<file path="src/hw/rtl/sszf_pkg.sv">
// Shared types, codes and constants of the sparse segment zero-fill decoder.
package sszf_pkg;

	localparam int DIGEST_BYTES = 20;
	localparam int HEADER_BYTES = 8;
	localparam int DIGEST_BITS  = DIGEST_BYTES * 8;
	localparam int QUEUE_DEPTH  = 4;

	// configuration register indexes
	localparam logic [1:0] CFG_COMP_LEN = 2'd0;
	localparam logic [1:0] CFG_DEC_LEN  = 2'd1;
	localparam logic [1:0] CFG_PRE_LEN  = 2'd2;

	typedef enum logic [1:0] {
		KIND_DATA    = 2'd0,
		KIND_RUN     = 2'd1,
		KIND_VERDICT = 2'd2
	} kind_t;

	typedef enum logic [1:0] {
		ST_OK       = 2'd0,
		ST_MISMATCH = 2'd1,
		ST_INSEG    = 2'd2,
		ST_OVERRUN  = 2'd3
	} status_t;

	typedef enum logic [1:0] {
		OP_DATA    = 2'd0,
		OP_RUN     = 2'd1,
		OP_VERDICT = 2'd2
	} op_t;

	typedef enum logic [2:0] {
		BK_PASS,
		BK_PAD1,
		BK_HASH1,
		BK_HASH2,
		BK_EMIT
	} bk_state_t;

	// queue entry: data byte, zero run length, or verdict request with message length
	typedef struct packed {
		op_t         op;
		logic [31:0] arg;
		status_t     st;
	} q_entry_t;

	typedef struct packed {
		logic blk_go;
		logic h_init;
	} front_ctl_t;

	typedef struct packed {
		logic eng_free;
		logic verdict_done;
	} back_st_t;

	typedef logic [15:0][31:0] blk_t;
	typedef logic [4:0][31:0]  hash_t;

	localparam hash_t SHA_INIT = {32'hC3D2E1F0, 32'h10325476, 32'h98BADCFE,
		32'hEFCDAB89, 32'h67452301};

	function automatic status_t set_err(status_t cur, status_t code);
		return (cur == ST_OK) ? code : cur;
	endfunction

endpackage

</file>
<file path="src/hw/rtl/sszf_queue.sv">
// Short FIFO of result ops between front and back end.
module sszf_queue import sszf_pkg::*; #(
	parameter int DEPTH = QUEUE_DEPTH
) (
	input  logic     clk,
	input  logic     arst_n,
	input  logic     push,
	input  q_entry_t din,
	output logic     room,
	input  logic     pop,
	output logic     head_valid,
	output q_entry_t head
);

	localparam int AW = (DEPTH > 1) ? $clog2(DEPTH) : 1;
	localparam int CW = $clog2(DEPTH + 1);

	q_entry_t        mem_q [DEPTH];
	logic [AW-1:0]   wr_q, rd_q;
	logic [CW-1:0]   cnt_q;

	assign room       = (cnt_q != CW'(DEPTH));
	assign head_valid = (cnt_q != '0);
	assign head       = mem_q[rd_q];

	// pointers and fill count
	always_ff @(posedge clk or negedge arst_n) begin
		if (!arst_n) begin
			wr_q  <= '0;
			rd_q  <= '0;
			cnt_q <= '0;
		end else begin
			if (push) wr_q <= (wr_q == AW'(DEPTH - 1)) ? '0 : wr_q + AW'(1);
			if (pop)  rd_q <= (rd_q == AW'(DEPTH - 1)) ? '0 : rd_q + AW'(1);
			cnt_q <= cnt_q + CW'(push) - CW'(pop);
		end
	end

	always_ff @(posedge clk) begin
		if (push) mem_q[wr_q] <= din;
	end

endmodule

</file>
<file path="config.mk">
export PLATFORM = sky130hd
export DESIGN_NAME = sszf_queue
export DESIGN_NICKNAME = d
export VERILOG_FILES = /design/src/hw/rtl/sszf_pkg.sv /design/src/hw/rtl/sszf_queue.sv
export SDC_FILE = /design/constraint.sdc
export NUM_CORES = 1
export LEC_CHECK = 0
export BUFFER_PORTS_ARGS = -buffer_cell sky130_fd_sc_hd__buf_2
export CORE_MARGIN = 5
export CORE_UTILIZATION = 41
export CTS_BUF_LIST = sky130_fd_sc_hd__clkbuf_4 sky130_fd_sc_hd__clkbuf_8
export DETAILED_ROUTE_END_ITERATION = 7
export PLACE_DENSITY_LB_ADDON = 0.05
export SLEW_MARGIN = 20
export SYNTH_ARGS = -nofsm -noshare
export SYNTH_HDL_FRONTEND = slang
export SYNTH_SLANG_ARGS = --single-unit
</file>
<file path="constraint.sdc">
create_clock -name clk -period 5.2 [get_ports clk]
set_input_delay 0.52 -clock clk [delete_from_list [all_inputs] [get_ports clk]]
set_output_delay 0.52 -clock clk [all_outputs]
set_load 0.1 [all_outputs]
</file>
==> results of run 1 <==
==> kinds of logic (layout without fill, tap and decap cells) <==
kind of cell	Yosys count	count (layout)	synth area share, %
and+or+nand+nor	9	9	0.935
AOI/OAI and AO/OA	2	2	0.178
adders and majority gates	8	8	1.92
muxes	38	38	14.8
buffers and inverters	14	117	1.72
xor gates and xnor gates	2	2	0.312
DFF	151	151	80.1
==> worst max-delay path by stage <==
stage | endpoint | slack (ps) | cells after the start
6_report | head[1] | 2100 | 3
2_1_floorplan | head[27] | 3200 | 3
3_5_place_dp | head[1] | 2430 | 3
4_1_cts | head[1] | 1950 | 3
5_1_grt | head[1] | 1870 | 3
3_3_place_gp | head[1] | 2440 | 3
==> metrics by stage <==
stage | worst slack (ps) | utilization [%] | area [µm²]
global route | 1870 | 48.9 | 6520
floorplan | 3200 | - | 5620
finish | 2100 | 48.9 | 6520
global placement | 2440 | 46.2 | 6160
detailed placement | 2430 | 46.2 | 6160
CTS | 1950 | 48.9 | 6520
==> final cells by class <==
class | instances | area share, %
flip-flops and latches | 151 | 69.0
inverters | 6 | 0.345
repair buffers | 79 | 6.18
well taps | 176 | 3.38
multi-input cells | 59 | 15.7
clock buffers | 21 | 4.05
clock inverters | 11 | 1.29
==> registers in the layout, summed over array words and instances, names as in the netlist <==
name / count
rd_q: 2
mem_q: 144
cnt_q: 3
wr_q: 2
==> worst register-to-register path: stages (launching register included) <==
cell     delay [ps]
dfrtp_1         410
inv_1           110
ha_1            150
and2_2          810
==> placed cells by master, fill, tap and decap left out, types with 2 or more instances in the layout <==
cell        synthesis  final
clkinvlp_4          0      2
clkbuf_4            0      4
clkinv_1            0      4
ha_1                7      7
and2_2              0      4
buf_2               4     77
dfrtp_1             7      5
mux4_2             36     36
inv_1               6      6
dfrtp_2             0      2
clkbuf_8            0     17
o21ai_0             2      2
clkinv_2            0      3
edfxtp_1          144    144
mux2_2              2      2
==> synthesized netlist by cell type (all sizes together) <==
cell type / count
nand3: 1
nand2: 1
inv: 6
or3: 1
xor2: 1
fa: 1
mux2: 2
or3b: 1
edfxtp: 144
mux4: 36
dfrtp: 7
and2: 4
o21ai: 2
buf: 8
ha: 7
nor2: 1
xnor2: 1
==> per-layer routing <==
metal	share of wire (%)	up-vias	GRT usage [%]
li1	-	1115	-
met1	44	1272	16.6
met2	50	61	20.5
met3	4.4	11	4.09
met4	1.6	0	5.49
met5	0	-	0
==> what timing repair did <==
action / CTS / global route
gates resized for setup: 0 / 0
endpoints found under the setup margin: 0 / 0
endpoints found under the hold margin: 7 / 0
hold buffers: 1 / 0
==> qor.csv, run 1 <==
stage;metric;value;unit
run_status;status;finished clean;
place;io_buffers;77;
sta;holdWs;299;ps
cells_and_area;drive_gt1_share;46.2;%
worst_setup_path;critPathTopFamily;buffers and inverters;
synth;synth_largest_area_cell;edfxtp_1;
sta;tightest_slew;1060;ps
place;dp.cells;470;
global_routing;grtUsageTotal;12.9;%
clock_network;clkSinkCount;151;
clock_network;cts_buffers;17;
clock_network;htree_levels;4;
min_path;min_from;din[7];
drt;dr.pass1.iters;4;
synth;syn_inst;224;
synth;syn_avg_cell_area;25.1;µm²
worst_setup_path;slowest_delay;730;ps
sta;finalHoldViolCount;0;
floorplan;rows;42;
synth;synth_area_leaders;edfxtp_1 (77%), mux4_2 (14%), dfrtp_1 (3.1%);
worst_setup_path;cp_num_buf_inv;2;
floorplan;die_area;0.0161;mm²
sta;clock.fmax;0.322;GHz
worst_setup_path;crit_path_start;rd_q[0]$_DFFE_PN0P_;
cells_and_area;num-fill-cells;1149;
global_routing;grt_max_degree;39;
clock_network;cts_tree;done;
clock_network;postCtsSetupBuffers;0;
cells_and_area;antenna_cells;0;
sta;setup_violations;0;
place;hpwlAfterDp;5590;µm
synth;synth_top_area_share;77.0;%
floorplan;die_h;127;µm
worst_setup_path;r2r_end;mem_q[2][4]$_DFFE_PP_;
clock_network;clk_pin_slew;80;ps
cells_and_area;seq_area;0.00450;mm²
synth;synth_warnings;0;
sta;rsz0062_at_grt;false;
clock_network;cts_root_buffer;clkbuf_8;
worst_setup_path;worstPathRequired;4680;ps
worst_setup_path;worstReg2RegStart;wr_q[0]$_DFFE_PN0P_;
synth;netlist_area;0.00562;mm²
worst_setup_path;start_kind;flip-flop;
cells_and_area;multi_input_area;0.00103;mm²
sta;max_slew_margin;29.2;%
min_path;hold_end;mem_q[1][7]$_DFFE_PP_;
worst_setup_path;critPathCaptureType;output pin;
drt;final_antenna_net_count;0;
floorplan;core;0.0133;mm²
cells_and_area;syn2layout_area_growth;16.1;%
cells_and_area;stdcell_count;503;
global_routing;grt_pass1_vias;2804;
worst_setup_path;r2r_cells;3;
synth;synth.distinct_cells;21;
sta;period_needed;3100;ps
sta;min_period_over_period;59.7;%
floorplan;io_pins;78;
place;place.gp.congestion;0.681;
clock_network;clk_latency;430;ps
drt;wl_per_cell;19.1;µm
worst_setup_path;r2r_setup_slack;3330;ps
worst_setup_path;arrival;2580;ps
synth;synthesis.nets;272;
drt;routed_wl;9600;µm
job;drv_cap;0;
drt;dr_total_vias;2459;
drt;vias_per_cell;4.89;
clock_network;clk_path_buf_depth;2;
worst_setup_path;path_max_fanout;22;
floorplan;start_util;42.1;%
drt;drcViolationCount;0;
min_path;hold_depth;1;
worst_setup_path;cp_slowest_cell;dfrtp_2;
sta;clock_skew;8.33;ps
drt;drtIter0Drc;153;
sta;drv_slew;0;
worst_setup_path;crit_chain;buf_4, mux4_2, buf_2;
global_routing;antenna_found_initial;0;
synth;ys_seq_area_share;80.1;%
global_routing;grt_pass1_wl;15200;µm
synth;ys_ff_latch;151;
floorplan;die_w;127;µm
min_path;hold_path_class;input port to flip-flop;
worst_setup_path;crit_type;flip-flop to output pin;
sta;setup_tns;0;ps
cells_and_area;final_nets;362;
global_routing;overflow;0;
Power of run 1 is not shown: default switching activity piles up to over one toggle a cycle in this logic, so the estimate is an artifact.
==> inputs of run 2 (changes only) <==
Settings changed: ABC_AREA from default to 1.
Clock period 5.2 ns to 3.2 ns, I/O delays scaled along.
==> run 2 against run 1 <==
Via count up 67%. Register-to-register slack worse by 2000 ps. Non-clock buffer count is 5 higher. Synthesized area is 16% higher. Clock skew increased by 2.8 ps. Utilization fell by 1.4 points. Largest cell class unchanged. Clock-buffer cell count is 1 lower. Sequential share of layout area is 8.7 points lower. Synthesized cell count grew to 2.7 times the previous value. Worst hold slack got worse by 200 ps.
==> qor.csv, run 2 <==
stage;metric;value;unit
place;hpwlAfterDp;7830;µm
sta;setup_tns;0;ps
clock_network;clk_pin_slew;80;ps
drt;routed_wl;13000;µm
synth;ys.flop_type;edfxtp_1;
cells_and_area;largest_reg_flops;144;
synth;synth_warnings;0;
worst_setup_path;crit_type;flip-flop to output pin;
cells_and_area;final_nets;742;
job;drv_cap;0;
cells_and_area;regMostFlops;mem_q;
clock_network;ctsResizeCount;0;
cells_and_area;stdcell_area;0.00746;mm²
synth;post-synth-top-count-cell;nand2_1;
drt;drcViolationCount;0;
cells_and_area;antenna_cells;0;
sta;clock.fmax;0.401;GHz
sta;clock_skew;11.2;ps
worst_setup_path;path_max_fanout;38;
global_routing;overflow;0;
sta;rsz0062_at_grt;false;
synth;netlist_area;0.00651;mm²
place;place.gp.congestion;0.752;
clock_network;cts_hold_buf;1;
synth;synth_top_area_share;66.5;%
cells_and_area;final_util;47.5;%
worst_setup_path;arrival;2170;ps
floorplan;die_h;136;µm
floorplan;die_area;0.0185;mm²
clock_network;postCtsSetupBuffers;0;
worst_setup_path;start_kind;flip-flop;
clock_network;clk_latency;440;ps
min_path;hold_path_class;input port to flip-flop;
global_routing;grt_util_met2;24.8;%
place;postPlaceCellArea;0.00703;mm²
clock_network;cts_root_buffer;clkbuf_8;
drt;final_antenna_net_count;0;
place;io_buffers;77;
cells_and_area;num-fill-cells;1461;
synth;synthesis.nets;661;
synth;ys_top_cells_by_count;nand2_1 (193), inv_1 (156), edfxtp_1 (144);
drt;wl_per_cell;14.0;µm
sta;drv_slew;0;
worst_setup_path;critPathTopFamily;buffers and inverters;
synth;synthArstFlopShare;4.64;%
worst_setup_path;slowest_delay;660;ps
global_routing;use_met3;3.81;%
floorplan;rows;46;
floorplan;die_w;136;µm
floorplan;start_util;41.4;%
cells_and_area;multi_input_area;0.00123;mm²
drt;drtIter0Drc;225;
global_routing;grt_pass1_vias;4169;
synth;synth_edf_count;144;
worst_setup_path;crit_chain;inv_2, buf_4, nand2_1, nand3_1, nand2_1, buf_2;
drt;dr_total_vias;4117;
clock_network;clk_path_buf_depth;2;
synth;synth.distinct_cells;14;
global_routing;busiest_layer;met2;
drt;dr.pass1.iters;5;
clock_network;cts_tree;done;
sta;setup_violations;0;
synth;synth_area_leaders;edfxtp_1 (66%), nand2_1 (11%), inv_1 (9.0%);
cells_and_area;drive_gt1_share;16.8;%
global_routing;grt_pass1_wl;21100;µm
drt;vias_per_cell;4.46;
sta;tightest_slew;952;ps
global_routing;grtUsageTotal;15.2;%
synth;ys_seq_area_share;69.2;%
sta;period_needed;2490;ps
sta;min_period_over_period;78.0;%
synth;syn_inst;613;
worst_setup_path;crit_path_frequent_cell;nand2_1;
clock_network;clkSinkCount;151;
worst_setup_path;worstPathRequired;2880;ps
synth;syn_avg_cell_area;10.6;µm²
floorplan;io_pins;78;
global_routing;grt_max_degree;39;
clock_network;htree_levels;4;
worst_setup_path;cp_num_buf_inv;3;
worst_setup_path;critPathCaptureType;output pin;
cells_and_area;layout_commonest_cell;nand2_1;
synth;synth_largest_area_cell;edfxtp_1;
sta;finalHoldViolCount;0;
cells_and_area;final_cell_mix;nand2_1 (193), inv_1 (152), edfxtp_1 (144), buf_2 (77), nand3_1 (75);
floorplan;core;0.0157;mm²
cells_and_area;reg_top3;mem_q: 144 flops, cnt_q: 3 flops;
worst_setup_path;cp_slowest_cell;dfrtp_2;
run_status;status;finished clean;
cells_and_area;syn2layout_area_growth;14.6;%
sta;max_slew_margin;36.5;%
cells_and_area;seq_area;0.00450;mm²
synth;ys_ff_latch;151;
clock_network;cts_buffers;17;
global_routing;use_met1;19.5;%
global_routing;antenna_found_initial;0;
[run 2: final timing paths]
check,to,cells after the start,startpoint,slack [ps]
min reg2reg,cnt_q[2]$_DFF_PN0_,3,cnt_q[2]$_DFF_PN0_,590
max in group asynchronous,rd_q[1]$_DFFE_PN0P_,2,arst_n,2760
min in group asynchronous,rd_q[0]$_DFFE_PN0P_,2,arst_n,250
max reg2reg,mem_q[0][17]$_DFFE_PP_,5,wr_q[0]$_DFFE_PN0P_,1370
max,head[11],6,rd_q[0]$_DFFE_PN0P_,710
min,mem_q[1][32]$_DFFE_PP_,1,din[32],100
[run 2: layout make-up]
type | instances | share of cell area [%]
Sequential cell | 151 | 60.4
Multi-Input combinational cell | 282 | 16.6
Inverter | 158 | 7.99
Timing Repair Buffer | 84 | 5.91
Tap cell | 216 | 3.62
Clock buffer | 20 | 3.44
Clock inverter | 12 | 2.11
[run 2: metrics by stage]
step	setup WS (ps)	instances	hold slack [ps]
5_1_grt	506	923	61.8
3_3_place_gp	1160	890	186
2_1_floorplan	1420	613	24.4
4_1_cts	637	923	57.8
6_report	706	923	95.9
3_5_place_dp	1150	890	180
[run 2: cell families (layout without fill, tap and decap cells)]
| logic type | count (synthesis) | after routing | synth area share, % |
|---|---|---|---|
| buffers and inverters | 180 | 274 | 11.9 |
| flip-flops | 151 | 151 | 69.2 |
| AO/OA/AOI/OAI | 4 | 4 | 0.308 |
| AND/OR/NAND/NOR | 270 | 270 | 17.0 |
| adder cells (fa/ha/maj) | 8 | 8 | 1.65 |
[run 2: metal layers]
layer  up-vias  share of wire (%)
li1       2068                  -
met1      1945                 45
met2        85                 49
met3        19                4.0
met4         0                1.6
met5         -                  0
Power of run 2 is left out for the same reason.
