$ cat src/hw/rtl/sszf_pkg.sv
// Shared types, codes and constants of the sparse segment zero-fill decoder.
package sszf_pkg;

	localparam int DIGEST_BYTES = 20;
	localparam int HEADER_BYTES = 8;
	localparam int DIGEST_BITS  = DIGEST_BYTES * 8;
	localparam int QUEUE_DEPTH  = 4;

	// configuration register indexes
	localparam logic [1:0] CFG_COMP_LEN = 2'd0;
	localparam logic [1:0] CFG_DEC_LEN  = 2'd1;
	localparam logic [1:0] CFG_PRE_LEN  = 2'd2;

	typedef enum logic [1:0] {
		KIND_DATA    = 2'd0,
		KIND_RUN     = 2'd1,
		KIND_VERDICT = 2'd2
	} kind_t;

	typedef enum logic [1:0] {
		ST_OK       = 2'd0,
		ST_MISMATCH = 2'd1,
		ST_INSEG    = 2'd2,
		ST_OVERRUN  = 2'd3
	} status_t;

	typedef enum logic [1:0] {
		OP_DATA    = 2'd0,
		OP_RUN     = 2'd1,
		OP_VERDICT = 2'd2
	} op_t;

	typedef enum logic [2:0] {
		BK_PASS,
		BK_PAD1,
		BK_HASH1,
		BK_HASH2,
		BK_EMIT
	} bk_state_t;

	// queue entry: data byte, zero run length, or verdict request with message length
	typedef struct packed {
		op_t         op;
		logic [31:0] arg;
		status_t     st;
	} q_entry_t;

	typedef struct packed {
		logic blk_go;
		logic h_init;
	} front_ctl_t;

	typedef struct packed {
		logic eng_free;
		logic verdict_done;
	} back_st_t;

	typedef logic [15:0][31:0] blk_t;
	typedef logic [4:0][31:0]  hash_t;

	localparam hash_t SHA_INIT = {32'hC3D2E1F0, 32'h10325476, 32'h98BADCFE,
		32'hEFCDAB89, 32'h67452301};

	function automatic status_t set_err(status_t cur, status_t code);
		return (cur == ST_OK) ? code : cur;
	endfunction

endpackage

$ cat src/hw/rtl/sszf_if.sv


interface sszf_out_if;
	logic        valid;
	logic        ready;
	logic [1:0]  kind;
	logic [7:0]  data_byte;
	logic [31:0] zero_run_length;
	logic [1:0]  status;
	modport source (output valid, output kind, output data_byte, output zero_run_length,
		output status, input ready);
	modport sink (input valid, input kind, input data_byte, input zero_run_length,
		input status, output ready);
endinterface

$ cat src/hw/rtl/sszf_back.sv
// Back end: SHA-1 round unit, digest padding and verdict, result output register.
module sszf_back import sszf_pkg::*; (
	input  logic                   clk,
	input  logic                   arst_n,
	input  logic                   q_valid,
	input  q_entry_t               q_head,
	output logic                   q_pop,
	input  front_ctl_t             ctl,
	output back_st_t               bst,
	input  blk_t                   msg,
	input  logic [DIGEST_BITS-1:0] exp_digest,
	sszf_out_if.source             out_ch
);

	bk_state_t   st_q, st_n;
	hash_t       h_q;
	logic [31:0] a_q, b_q, c_q, d_q, e_q;
	logic [31:0] w_q [16];
	logic [6:0]  rnd_q;
	logic        busy_q, fin_q;

	logic        out_valid_q;
	kind_t       kind_q;
	logic [7:0]  data_q;
	logic [31:0] run_q;
	status_t     stat_q;

	logic        slot_free, eng_idle, two_blk;
	logic        start, start_pad1, start_pad2, load_item, load_verdict;
	blk_t        pad1, pad2, src;
	logic [31:0] f, k, tmp, wnew, len, wmask;
	logic [5:0]  r;
	status_t     verdict;
	logic [DIGEST_BITS-1:0] h_bytes;

	assign slot_free = ~out_valid_q | out_ch.ready;
	assign eng_idle  = ~busy_q & ~ctl.blk_go;
	assign len       = q_head.arg;
	assign r         = len[5:0];
	assign two_blk   = (r >= 6'd56);

	// padded final block(s) for a message of len bytes
	always_comb begin
		case (r[1:0])
			2'd0:    wmask = 32'h8000_0000;
			2'd1:    wmask = {msg[r[5:2]][31:24], 24'h80_0000};
			2'd2:    wmask = {msg[r[5:2]][31:16], 16'h8000};
			default: wmask = {msg[r[5:2]][31:8], 8'h80};
		endcase
		for (int i = 0; i < 16; i++) begin
			if (4'(i) < r[5:2])       pad1[i] = msg[i];
			else if (4'(i) == r[5:2]) pad1[i] = wmask;
			else                      pad1[i] = '0;
			pad2[i] = '0;
		end
		pad2[14] = {29'h0, len[31:29]};
		pad2[15] = {len[28:0], 3'b000};
		if (!two_blk) begin
			pad1[14] = pad2[14];
			pad1[15] = pad2[15];
		end
	end

	// verdict sequencer: next state
	always_comb begin
		st_n = st_q;
		case (st_q)
			BK_PASS:  if (q_valid && q_head.op == OP_VERDICT) st_n = BK_PAD1;
			BK_PAD1:  if (eng_idle) st_n = BK_HASH1;
			BK_HASH1: if (!busy_q) st_n = two_blk ? BK_HASH2 : BK_EMIT;
			BK_HASH2: if (!busy_q) st_n = BK_EMIT;
			BK_EMIT:  if (slot_free) st_n = BK_PASS;
			default:  st_n = BK_PASS;
		endcase
	end

	// verdict sequencer: outputs
	always_comb begin
		start_pad1   = 1'b0;
		start_pad2   = 1'b0;
		load_item    = 1'b0;
		load_verdict = 1'b0;
		case (st_q)
			BK_PASS:  load_item = q_valid & (q_head.op != OP_VERDICT) & slot_free;
			BK_PAD1:  start_pad1 = eng_idle;
			BK_HASH1: start_pad2 = ~busy_q & two_blk;
			BK_EMIT:  load_verdict = slot_free;
			default: ;
		endcase
		q_pop = load_item | load_verdict;
	end

	assign start = ctl.blk_go | start_pad1 | start_pad2;
	assign src   = ctl.blk_go ? msg : (start_pad2 ? pad2 : pad1);

	// round function
	always_comb begin
		if (rnd_q < 7'd20) begin
			f = (b_q & c_q) | (~b_q & d_q);
			k = 32'h5A82_7999;
		end else if (rnd_q < 7'd40) begin
			f = b_q ^ c_q ^ d_q;
			k = 32'h6ED9_EBA1;
		end else if (rnd_q < 7'd60) begin
			f = (b_q & c_q) | (b_q & d_q) | (c_q & d_q);
			k = 32'h8F1B_BCDC;
		end else begin
			f = b_q ^ c_q ^ d_q;
			k = 32'hCA62_C1D6;
		end
		tmp  = {a_q[26:0], a_q[31:27]} + f + e_q + k + w_q[0];
		wnew = w_q[13] ^ w_q[8] ^ w_q[2] ^ w_q[0];
		wnew = {wnew[30:0], wnew[31]};
	end

	// SHA-1 unit: one round a cycle, then the chaining add
	always_ff @(posedge clk or negedge arst_n) begin
		if (!arst_n) begin
			busy_q <= 1'b0;
			fin_q  <= 1'b0;
			rnd_q  <= '0;
			h_q    <= SHA_INIT;
		end else if (start) begin
			busy_q <= 1'b1;
			fin_q  <= 1'b0;
			rnd_q  <= '0;
		end else if (busy_q && fin_q) begin
			busy_q <= 1'b0;
			fin_q  <= 1'b0;
			h_q[0] <= h_q[0] + a_q;
			h_q[1] <= h_q[1] + b_q;
			h_q[2] <= h_q[2] + c_q;
			h_q[3] <= h_q[3] + d_q;
			h_q[4] <= h_q[4] + e_q;
		end else if (busy_q) begin
			rnd_q <= rnd_q + 7'd1;
			if (rnd_q == 7'd79) fin_q <= 1'b1;
		end else if (ctl.h_init) begin
			h_q <= SHA_INIT;
		end
	end

	// working variables and schedule window
	always_ff @(posedge clk) begin
		if (start) begin
			a_q <= h_q[0];
			b_q <= h_q[1];
			c_q <= h_q[2];
			d_q <= h_q[3];
			e_q <= h_q[4];
			for (int i = 0; i < 16; i++) w_q[i] <= src[i];
		end else if (busy_q && !fin_q) begin
			a_q <= tmp;
			b_q <= a_q;
			c_q <= {b_q[1:0], b_q[31:2]};
			d_q <= c_q;
			e_q <= d_q;
			for (int i = 0; i < 15; i++) w_q[i] <= w_q[i+1];
			w_q[15] <= wnew;
		end
	end

	// digest in byte order: word 0 first, as the expected digest arrives
	assign h_bytes = {h_q[0], h_q[1], h_q[2], h_q[3], h_q[4]};

	assign verdict = (q_head.st != ST_OK) ? q_head.st :
		((h_bytes == exp_digest) ? ST_OK : ST_MISMATCH);

	// output register
	always_ff @(posedge clk or negedge arst_n) begin
		if (!arst_n) begin
			out_valid_q <= 1'b0;
			st_q        <= BK_PASS;
		end else begin
			st_q <= st_n;
			if (load_item || load_verdict) out_valid_q <= 1'b1;
			else if (out_ch.ready) out_valid_q <= 1'b0;
		end
	end

	always_ff @(posedge clk) begin
		if (load_item) begin
			kind_q <= (q_head.op == OP_DATA) ? KIND_DATA : KIND_RUN;
			data_q <= (q_head.op == OP_DATA) ? q_head.arg[7:0] : '0;
			run_q  <= (q_head.op == OP_RUN) ? q_head.arg : '0;
			stat_q <= ST_OK;
		end else if (load_verdict) begin
			kind_q <= KIND_VERDICT;
			data_q <= '0;
			run_q  <= '0;
			stat_q <= verdict;
		end
	end

	assign out_ch.valid           = out_valid_q;
	assign out_ch.kind            = kind_q;
	assign out_ch.data_byte       = data_q;
	assign out_ch.zero_run_length = run_q;
	assign out_ch.status          = stat_q;

	assign bst.eng_free     = ~busy_q;
	assign bst.verdict_done = load_verdict;

endmodule

$ cat src/flat_wrapper.sv
// flat-port wrapper written by rule: the top's interface ports become plain ports
module sszf_back_flat import sszf_pkg::*;
  (clk, arst_n, q_valid, q_head, q_pop, ctl, bst, msg, exp_digest, out_ch_valid, out_ch_kind, out_ch_data_byte, out_ch_zero_run_length, out_ch_status, out_ch_ready);
  sszf_out_if out_ch_i ();
  input  logic clk;
  input  logic arst_n;
  input  logic q_valid;
  input  q_entry_t q_head;
  output logic q_pop;
  input  front_ctl_t ctl;
  output back_st_t bst;
  input  blk_t msg;
  input  logic [DIGEST_BITS-1:0] exp_digest;
  output wire logic [$bits(out_ch_i.valid)-1:0] out_ch_valid;
  output wire logic [$bits(out_ch_i.kind)-1:0] out_ch_kind;
  output wire logic [$bits(out_ch_i.data_byte)-1:0] out_ch_data_byte;
  output wire logic [$bits(out_ch_i.zero_run_length)-1:0] out_ch_zero_run_length;
  output wire logic [$bits(out_ch_i.status)-1:0] out_ch_status;
  input wire logic [$bits(out_ch_i.ready)-1:0] out_ch_ready;
  assign out_ch_valid = out_ch_i.valid;
  assign out_ch_kind = out_ch_i.kind;
  assign out_ch_data_byte = out_ch_i.data_byte;
  assign out_ch_zero_run_length = out_ch_i.zero_run_length;
  assign out_ch_status = out_ch_i.status;
  assign out_ch_i.ready = out_ch_ready;
  sszf_back u_core (.clk(clk), .arst_n(arst_n), .q_valid(q_valid), .q_head(q_head), .q_pop(q_pop), .ctl(ctl), .bst(bst), .msg(msg), .exp_digest(exp_digest), .out_ch(out_ch_i));
endmodule
$ cat config.mk
export PLATFORM = sky130hd
export DESIGN_NAME = sszf_back_flat
export DESIGN_NICKNAME = d
export VERILOG_FILES = /design/src/hw/rtl/sszf_pkg.sv /design/src/hw/rtl/sszf_if.sv /design/src/hw/rtl/sszf_back.sv /design/src/flat_wrapper.sv
export SDC_FILE = /design/constraint.sdc
export NUM_CORES = 2
export LEC_CHECK = 0
export BUFFER_PORTS_ARGS = -buffer_cell sky130_fd_sc_hd__buf_2
export CAP_MARGIN = 10
export CORE_AREA = 2 2 334 336
export DETAILED_ROUTE_END_ITERATION = 7
export DIE_AREA = 0 0 336 338
export PLACE_DENSITY_LB_ADDON = 0.05
export SYNTH_ARGS = -nofsm -noshare
export SYNTH_HDL_FRONTEND = slang
export SYNTH_SLANG_ARGS = --single-unit
$ cat constraint.sdc
create_clock -name clk -period 17.2 [get_ports clk]
set_input_delay 0.86 -clock clk [delete_from_list [all_inputs] [get_ports clk]]
set_output_delay 0.86 -clock clk [all_outputs]
set_load 0.005 [all_outputs]
==> summary.txt <==
Status
  • Status: finished with violations
  • Failing checks: DRC

Synthesis
  • Syn avg cell area: 9.94 sq um
  • Synth top area share: 36.3%
  • Mapped cell area: 59100 sq um
  • Synthesized flop and latch total: 889
  • Area contributors post-synth: edfxtp_1 36%, nand2_1 5.9%, ha_1 4.7%
  • Area leader, netlist: edfxtp_1
  • Ys async rst share: 19.5%
  • Post-synth cell types: 84
  • Syn Nets: 7010
  • Mapped Cells: 5951
  • Main synth FF type: edfxtp_1
  • Yosys warns: 0
  • Number of synthesized flops with an enable pin: 714
  • Post-synthesis sequential area ratio: 43.8%

Timing
  • Fin crit share: 42.2%
  • Rel. slew slack: 9.06%
  • Hold slack: 0.119 ns
  • Setup tns final: 0 ns
  • Final hold vios: 0
  • Worst slew pin tran: 1.35 ns
  • Period minus WS final: 7.26 ns
  • Max-slew violation count: 0
  • Worst Clk Skew: 0.0398 ns
  • RSZ-0062 raised after global routing: no
  • Setup violators final: 0
  • Max Fclk: 0.138 GHz
  • Worst setup margin: 9.94 ns

Global route
  • Grt ovf: 0
  • Vias in the first global route: 49.9k
  • Global-route wire length before repair: 358 mm
  • Largest net degree at the start of global routing: 204
  • Antenna violations before repair: 49
  • Gr usage total: 44.1%

Floorplanning
  • Ports: 762
  • Die area: 114000 sq um
  • DIE WIDTH: 336 um
  • Placement row count: 122
  • Core Footprint: 110000 sq um
  • Initial core utilization: 53.7%
  • DIE HEIGHT: 338 um

CTS
  • CTS tree: built
  • Root buf cell: clkbuf_16
  • CTS resizes: 0
  • Cts hold-fix bufs: 0
  • Worst-path clk slew: 0.06 ns
  • Clk_lat worst skew: 0.73 ns
  • Postcts setup bufs: 0
  • Sink Count: 889
  • CTS max path bufs: 3
  • Number of CTS-inserted buffers: 101
  • H-tree Lvls: 3

Layout
  • Multi-input gate area: 30700 sq um
  • Most common cell after layout, fill and taps aside: nand2_1
  • Fin nets: 7583
  • Reg area: 25900 sq um
  • Area Growth Syn to Fin: 14.6%
  • Filler cells: 9384
  • Layout cells sized above 1: 18.6%
  • Final Non-Filler Cells: 8145
  • Commonest cells after routing, fill and taps aside: 920 x nand2_1, 757 x buf_2, 714 x edfxtp_1

Placed design
  • Port buffer count: 761
  • GP Congestion: 1.05
  • Placed cells: 7909
  • Hpwl dp: 196 mm
  • Place WS: 10.05 ns

Route
  • Avg WL per Cell: 31.5 um
  • Initial DRC count: 8500
  • Via/cell ratio: 6.58
  • ANT nets after route: 0
  • DR pass1 iterations: 8
  • Vias after detailed routing: 53.6k
  • Post-Route WL: 257 mm
  • Remaining DRCs: 8

Worst setup path
  • CP Launch Type: flop
  • Worst Setup Path Type: reg -> reg
  • R2R Path Start: u_core.rnd_q[3]
  • Req. time, crit path: 17.66 ns
  • Crit-path max FO: 35
  • R2R setup slack: 9.94 ns
  • RR Endpoint: u_core.a_q[24]
  • Crit path launch: u_core.rnd_q[3]
  • Worst Path Arrival: 7.72 ns
  • R2R cell count: 25
  • Crit. End Element: flop

Power and ir drop
  • Leak: 30.0 nW
  • PD cells: 103 nW/um^2
  • Max VDD drop: 0.0000787 V
  • Total power: 7.00 mW

Job
  • Maxcap violations: 0

Worst hold path
  • Worst min path class: in -> async
[where the power goes]
group	switching (mW)	leakage (nW)	internal (mW)
Sequential	0.262	10.0	2.58
Combinational	1.12	18.3	0.756
Clock	0.999	1.68	1.29
Total	2.38	30.0	4.62
[worst max-delay path: stages, from the launching register on]
cell and delay, ns:
dfrtp_1 0.44, nand4_1 0.13, nor2b_1 0.46, and2_1 0.26, inv_2 0.30, nand2_1 0.17
buf_4 0.39, nor2_1 0.08, nor2_1 0.16, fa_1 0.46, fa_1 0.50, inv_1 0.06
fa_1 0.51, inv_1 0.05, ha_1 0.27, a21o_1 0.11, a21o_1 0.16, a21oi_1 0.11
o31ai_1 0.61, a32oi_1 0.32, a211o_1 0.37, o21ai_1 0.40, a21o_1 0.18, a21oi_1 0.07
xnor2_1 0.12, mux2_2 0.25
[logic make-up after synthesis]
kind of cell / count (synthesis) / synth area share, %
AO/OA/AOI/OAI: 1754 / 20.2
AND/OR/NAND/NOR: 1711 / 12.4
XOR/XNOR: 415 / 6.15
adder cells (fa/ha/maj): 345 / 8.87
flip-flops: 889 / 43.8
multiplexers: 130 / 4.06
buffers and inverters: 707 / 4.61
[through the flow]
step	instance area [sq um]	utilization (%)
after floorplan	59100	-
after detailed placement	64200	58.4
after global placement	64200	58.4
final	67800	61.6
after global routing	67700	61.5
after CTS	67700	61.5
[cell type report]
type                    count  share of cell area, %
multi-input cells        4355                   45.3
flip-flops and latches    889                   38.2
repair buffers            842                   6.63
clock buffers             124                   4.04
well taps                1488                   2.75
inverters                 335                   1.86
clock inverters            65                   1.01
diodes                     47                  0.174
[how the worst max path moves through the flow]
| stage | endpoint | slack [ns] |
|---|---|---|
| global route | u_core.a_q[24] | 9.64 |
| detailed placement | u_core.a_q[24] | 10.05 |
| floorplan | u_core.a_q[0] | 6.05 |
| global placement | u_core.a_q[24] | 10.10 |
| finish | u_core.a_q[24] | 9.94 |
| CTS | u_core.a_q[24] | 10.02 |
[layer usage]
metal  vias to the layer above  routed length (um)  track usage [%]
li1                      23100                   -                -
met1                     26000               90300             54.7
met2                      3796              116000             68.1
met3                       654               29400             10.4
met4                         8               21000             31.5
met5                         -                  46                0
[synth_stat cells (99+ instances only)]
library cell,number
o21ai_0,100
a222oi_1,114
fa_1,124
ha_1,221
xor2_1,246
nand2_1,924
a22o_1,108
xnor2_1,169
o21ai_1,314
clkbuf_1,308
nor2_1,398
edfxtp_1,714
a21oi_1,396
a22oi_1,220
inv_1,333
a21o_1,99
[flip-flops by register name, summed over array words and instances (netlist names)]
name and count:
u_core.a_q 32, u_core.d_q 32, u_core.fin_q 1, u_core.out_ch.zero_run_length 32, u_core.h_bytes 160, u_core.st_q 3, u_core.b_q 32, u_core.out_ch.valid 1
u_core.out_ch.data_byte 8, u_core.out_ch.kind 2, u_core.c_q 32, u_core.out_ch.status 2, u_core.rnd_q 7, u_core.busy_q 1, u_core.w_q 512, u_core.e_q 32
(Power assumes the default switching activity.)
